### config.mk
export PLATFORM = sky130hd
export DESIGN_NAME = frtb_ctrl
export DESIGN_NICKNAME = d
export VERILOG_FILES = /design/src/rtl/core/frtb_pkg.sv /design/src/rtl/core/frtb_ctrl.sv
export VERILOG_INCLUDE_DIRS = /design/src /design/src/rtl/core
export SDC_FILE = /design/constraint.sdc
export NUM_CORES = 1
export LEC_CHECK = 0
export ABC_AREA = 0
export BUFFER_PORTS_ARGS = -buffer_cell sky130_fd_sc_hd__buf_2
export CAP_MARGIN = 20
export CORE_AREA = 2 2 39 41
export CTS_CLUSTER_DIAMETER = 200
export DETAILED_ROUTE_END_ITERATION = 7
export DIE_AREA = 0 0 41 43
export PLACE_DENSITY = 0.43
export SYNTH_ARGS = -nofsm -noshare
export SYNTH_HDL_FRONTEND = slang
export SYNTH_SLANG_ARGS = --single-unit
### constraint.sdc
create_clock -name clk -period 1.2 [get_ports clk]
set_input_delay 0.06 -clock clk [delete_from_list [all_inputs] [get_ports clk]]
set_output_delay 0.06 -clock clk [all_outputs]
set_load 0.02 [all_outputs]
### src/rtl/core/function_range_trace_buffer_assert.svh
// assertion macros shared by the function range trace buffer rtl
// depends on nothing; included by the files that check their own logic
`ifndef FUNCTION_RANGE_TRACE_BUFFER_ASSERT_SVH
`define FUNCTION_RANGE_TRACE_BUFFER_ASSERT_SVH

`ifndef ASSERT_OFF

// condition holds at every edge outside reset
`define FRTB_ASSERT_ALWAYS(lbl, clk, rst_n, cond) \
  lbl: assert property (@(posedge clk) disable iff (!rst_n) (cond)) \
    else $error("frtb check failed");

// consequent holds in the same cycle as the antecedent
`define FRTB_ASSERT_IMP(lbl, clk, rst_n, ante, cons) \
  lbl: assert property (@(posedge clk) disable iff (!rst_n) (ante) |-> (cons)) \
    else $error("frtb check failed");

// consequent holds in the cycle after the antecedent
`define FRTB_ASSERT_NXT(lbl, clk, rst_n, ante, cons) \
  lbl: assert property (@(posedge clk) disable iff (!rst_n) (ante) |=> (cons)) \
    else $error("frtb check failed");

`else

`define FRTB_ASSERT_ALWAYS(lbl, clk, rst_n, cond)
`define FRTB_ASSERT_IMP(lbl, clk, rst_n, ante, cons)
`define FRTB_ASSERT_NXT(lbl, clk, rst_n, ante, cons)

`endif

`endif

### src/rtl/core/frtb_pkg.sv
// shared types and codes of the function range trace buffer
// depends on nothing; used by the controller, datapath and top level
package frtb_pkg;

  localparam int PC_W  = 64;
  localparam int IDX_W = 12;

  // item function codes
  localparam logic [1:0] FUNC_LOAD = 2'd0;
  localparam logic [1:0] FUNC_STEP = 2'd1;
  localparam logic [1:0] FUNC_DUMP = 2'd2;

  // result kinds
  localparam logic [1:0] KIND_LOAD_ACK = 2'd0;
  localparam logic [1:0] KIND_STEP_REP = 2'd1;
  localparam logic [1:0] KIND_RING_ENT = 2'd2;

  // table index meaning user code (no match)
  localparam logic [IDX_W-1:0] USER_INDEX = {IDX_W{1'b1}};

  typedef struct packed {
    logic [1:0]      func;
    logic [PC_W-1:0] pc;
    logic [PC_W-1:0] range_start;
    logic [PC_W-1:0] range_size;
  } in_item_t;

  typedef struct packed {
    logic [1:0]              kind;
    logic                    table_full;
    logic [PC_W-1:0]         entry_pc;
    logic signed [IDX_W-1:0] func_index;
    logic                    recorded;
    logic                    last;
  } out_item_t;

  typedef struct packed {
    logic trace_enable;
  } cfg_item_t;

  // controller to datapath
  typedef struct packed {
    logic capture;
    logic load_commit;
    logic scan_start;
    logic scan_run;
    logic step_commit;
    logic dump_start;
    logic dump_read;
    logic dump_emit;
  } ctrl_cmd_t;

  // datapath to controller
  typedef struct packed {
    logic enable;
    logic scan_done;
    logic out_free;
    logic dump_last;
  } dp_sts_t;

endpackage

### src/rtl/core/frtb_ctrl.sv
// controller state machine of the function range trace buffer
// depends on frtb_pkg and the assertion macro header
`include "function_range_trace_buffer_assert.svh"

module frtb_ctrl (
  input  logic                  clk,
  input  logic                  rst_n,
  input  logic                  in_valid,
  input  logic [1:0]            in_func,
  output logic                  in_ready,
  output frtb_pkg::ctrl_cmd_t   cmd,
  input  frtb_pkg::dp_sts_t     sts
);
  import frtb_pkg::*;

  typedef enum logic [2:0] {
    ST_IDLE,
    ST_LOAD,
    ST_SCAN,
    ST_STEP,
    ST_DUMP_RD,
    ST_DUMP_OUT
  } state_t;

  state_t state_r, state_nxt;
  logic   accept;

  assign in_ready = (state_r == ST_IDLE);
  assign accept   = in_valid && in_ready;

  // next state and command decode
  always_comb begin
    state_nxt = state_r;
    cmd       = '0;
    case (state_r)
      ST_IDLE: begin
        if (accept) begin
          cmd.capture = 1'b1;
          if (sts.enable) begin
            case (in_func)
              FUNC_LOAD: begin
                state_nxt = ST_LOAD;
              end
              FUNC_STEP: begin
                cmd.scan_start = 1'b1;
                state_nxt      = ST_SCAN;
              end
              FUNC_DUMP: begin
                cmd.dump_start = 1'b1;
                state_nxt      = ST_DUMP_RD;
              end
              default: begin
                state_nxt = ST_IDLE;
              end
            endcase
          end
        end
      end
      ST_LOAD: begin
        if (sts.out_free) begin
          cmd.load_commit = 1'b1;
          state_nxt       = ST_IDLE;
        end
      end
      ST_SCAN: begin
        cmd.scan_run = 1'b1;
        if (sts.scan_done) begin
          state_nxt = ST_STEP;
        end
      end
      ST_STEP: begin
        if (sts.out_free) begin
          cmd.step_commit = 1'b1;
          state_nxt       = ST_IDLE;
        end
      end
      ST_DUMP_RD: begin
        cmd.dump_read = 1'b1;
        state_nxt     = ST_DUMP_OUT;
      end
      ST_DUMP_OUT: begin
        if (sts.out_free) begin
          cmd.dump_emit = 1'b1;
          state_nxt     = sts.dump_last ? ST_IDLE : ST_DUMP_RD;
        end
      end
      default: begin
        state_nxt = ST_IDLE;
      end
    endcase
  end

  // state register
  always_ff @(posedge clk) begin
    if (!rst_n) begin
      state_r <= ST_IDLE;
    end else begin
      state_r <= state_nxt;
    end
  end

  // a result is only pushed when the output register has room
  `FRTB_ASSERT_IMP(a_commit_room, clk, rst_n,
    cmd.load_commit || cmd.step_commit || cmd.dump_emit, sts.out_free)
  // at most one result source per cycle
  `FRTB_ASSERT_ALWAYS(a_one_commit, clk, rst_n,
    (2'(cmd.load_commit) + 2'(cmd.step_commit) + 2'(cmd.dump_emit)) <= 2'd1)
  // a started scan holds off further items
  `FRTB_ASSERT_NXT(a_scan_busy, clk, rst_n, cmd.scan_start, !in_ready)

endmodule

### After elaboration in Yosys (flattened, before gate mapping)

Cells that the tools add are included.

| operators by class | value |
|---|---|
| equal/unequal tests | 12 |
| muxes and demuxes | 24 |
| reduce and logical (&&, ||, !) cells | 5 |

Operators by type and width:

| kind | count |
|---|---|
| 2-to-1 mux 3 bit | 6 |
| 2-to-1 mux 1 bit | 16 |
| one-hot mux 3 bit (5 select lines) | 1 |
| one-hot mux 3 bit (3 select lines) | 1 |
| == test 3 x 2 -> 1 bit, second input constant | 2 |
| == test 3 bit, second input constant | 2 |
| inequality test 2 x 1 -> 1 bit, second input constant | 3 |
| AND reduction 5 bit | 1 |
| inequality test 2 bit, second input constant | 2 |
| == test 3 x 1 -> 1 bit, second input constant | 1 |
| zero test 3 bit | 1 |
| == test 2 x 1 -> 1 bit, second input constant | 1 |
| == test 2 bit, second input constant | 1 |
| zero test 2 bit | 1 |
| OR reduction 2 bit | 1 |
| logical AND 1 bit | 1 |

| word-level totals | value |
|---|---|
| register bits after elaboration | 3 |
| input port bits | 9 |
| output and inout bits | 9 |
| logic and storage cells | 42 |

### Depth between registers and ports, before layout

| logic depth | value |
|---|---|
| word-level depth | 5 |
| gate-level depth with buffers | 4 |
| gate-level depth less buffers | 3 |

### Worst setup path before layout

Ideal clock, no wire load.

| timing path | value |
|---|---|
| path kind | reg2out |
| start | register state_r[1] |
| end | output port cmd[2] (netlist bit) |
| arrival | 1229 ps |
| setup slack | -89 ps |
| stages on the path, launching flop included | 5 |
| path through | dfxtp_1 buf_6 nor3_4 nand3_1 nor2b_1 |

RTL lines:

| item | line | text |
|---|---|---|
| start: declaration | frtb_ctrl.sv:25 | `state_t state_r, state_nxt;` |
| start signal: assignment | frtb_ctrl.sv:98 | `state_r <= state_nxt;` |
| end: declaration | frtb_ctrl.sv:11 | `output frtb_pkg::ctrl_cmd_t cmd,` |

==> impl_metrics.tcl <==
set metrics [dict create \
    synth_top_area_cell "dfxtp_1" \
    crit_top_cell "buf_6" \
    slowest_delay_ps 320 \
    fmax_mhz 766 \
    timing.slew.headroom 0.794 \
    largestRegisters "state_r: 3 flops" \
    final.setup.tns_ps -332 \
    final_max_slew_viol_count 0 \
    wl_per_cell_um 11.2 \
    cts.reportedPaths.clkPinSlew_ps 40 \
    syn_nets 40 \
    yosys-top-cells-area "dfxtp_1, nor3_4, a2111oi_2" \
    wl_met3_um 46 \
    h-tree-depth 1 \
    wl_um 830 \
    end_kind "primary output" \
    vdd_drop_max_mv 0.328 \
    worstSetupPathType "flip-flop to primary output" \
    skew_ps 7.71 \
    nNetsFinal 68 \
    hold_path_class "input pin to flip-flop" \
    drc 0 \
    crit_required_ps 1140 \
    cts_buffer_depth 2 \
    setup_violations 6 \
    worstSkewPairLatency_ps 240 \
    coreArea_um2 1380 \
    drive_above_1_share 0.741 \
    antenna_found_initial 0 \
    arrival_ps 1250 \
    diodes 0 \
    grt_pass1_wl_um 1150 \
    portBuffers 17 \
    cts_made_buffers 3 \
    crit_chain "buf_6 -> nor3_4 -> nand3_4 -> nor2b_4 -> buf_6" \
    violations "setup timing" \
    finalWorstSetupSlack_ps -106 \
    fp.dieH_um 43 \
    cts_tree "yes" \
    avgSynthCellArea_um2 8.19 \
    first_pass_iters 4 \
    fin_util 0.397 \
    critPathSlowestCell "dfxtp_2" \
    area.growth.synth_to_final_pct 116 \
    power.density_nw_per_um2 830 \
    wl_met1_um 328 \
    synthCells 31 \
    fin_hold_ws_ps 109 \
    min_period_over_period 1.09 \
    largest-register "state_r" \
    fp.dieW_um 41 \
    synthesis.area_um2 254 \
    power_mw 0.456 \
    status "finished with violations" \
    ys_seq_elements 3 \
    leakage_nw 0.242 \
    grt_start_max_net_pins 7 \
    final_antenna_net_count 0 \
    ys_types 21 \
    route.met2.wl_um 433 \
    critPathMaxFanout 4 \
    layout_commonest_cell "buf_4" \
    worst_slew_pin_slew_ps 309 \
    rows 14 \
    dieArea_um2 1760 \
    highest_layer "met4" \
    viasPerCell 4.49 \
    cap_violations 0 \
    cp-start-kind "flip-flop" \
    overflow 0 \
    dp_hpwl_um 558 \
    r2r_slack_ps 40 \
    largest_reg_flops 3 \
    gp_congestion 0.679 \
    root_buffer "clkbuf_4" \
    grt_pass1_vias 312 \
    track_usage 0.0982 \
    routed-via-count 332 \
    final_cell_mix "buf_4, buf_2, buf_6" \
    yosysWarnings 0 \
    hold_buffers 0 \
    ys_seq_area_frac 0.236 \
    synth_top_area_frac 0.236 \
    cts.sinks 3 \
    rsz0062_at_grt "yes" \
    hold_viol 0 \
    drtIter0Drc 1 \
    fin_crit_ps 1310 \
    initial_utilization 0.184 \
    ioPinCount 18 \
]
[per-stage QoR]
step / cells / setup slack (ps) / instance area [µm²]
5_1_grt: 74 / -170 / 549
3_3_place_gp: 65 / 72.7 / 380
4_1_cts: 74 / -158 / 494
3_5_place_dp: 65 / 62.8 / 380
2_1_floorplan: 31 / -24.7 / 275
6_report: 74 / -106 / 549
[kinds of logic after synthesis]
group | synth area share
compound gates | 0.232
buf+inv | 0.0640
flops | 0.236
simple gates | 0.468
[power by group]
part | switching, mW | total (mW) | internal (mW)
combinational | 0.0750 | 0.159 | 0.0835
clock | 0.0612 | 0.186 | 0.125
sequential | 0.00841 | 0.111 | 0.103
total | 0.145 | 0.456 | 0.311
[worst paths after layout]
kind,depth (start not counted),startpoint,endpoint
worst min register to register,2,state_r[2],state_r[2]
worst max-delay path,5,state_r[1],cmd[2]
worst min-delay path,3,rst_n,state_r[0]
worst max register to register,5,state_r[1],state_r[1]
[cell type report]
| class | instances | area (µm²) |
|---|---|---|
| sequential | 3 | 68.8 |
| clock buffer | 4 | 26.3 |
| timing repair buffer | 25 | 190 |
| fill | 159 | 835 |
| tap | 16 | 20.0 |
| multi-input combinational | 26 | 244 |
[cells in the mapped netlist]
| library cell | number |
|---|---|
| a2111oi_1 | 1 |
| a2111oi_2 | 1 |
| a21boi_0 | 1 |
| and2_1 | 1 |
| and2b_2 | 1 |
| and3b_1 | 1 |
| buf_2 | 1 |
| buf_6 | 1 |
| dfxtp_1 | 3 |
| nand2_1 | 3 |
| nand2b_1 | 1 |
| nand3_1 | 1 |
| nor2_1 | 3 |
| nor2b_1 | 2 |
| nor3_1 | 2 |
| nor3_4 | 1 |
| nor3b_1 | 2 |
| o21a_1 | 1 |
| o21ai_0 | 2 |
| o32ai_1 | 1 |
| or2b_1 | 1 |
[layer usage]
metal,GRT usage,vias to the layer above
li1,-,166
met1,0.118,151
met2,0.144,13
met3,0.0157,2
met4,0.0800,0
met5,0,-
[what timing repair did]
item,in CTS,in global routing
pin swaps,5,3
buffers inserted,5,1
resized for setup,17,13
cloned,0,0
setup endpoints to repair,8,12
[critical path, delay by kind of cell (launching register included)]
kind | cells | cell delay (ps)
AND/OR/NAND/NOR | 3 | 450
flip-flops | 1 | 320
buffers and inverters | 2 | 230
Power figures use the tool's default switching activity.
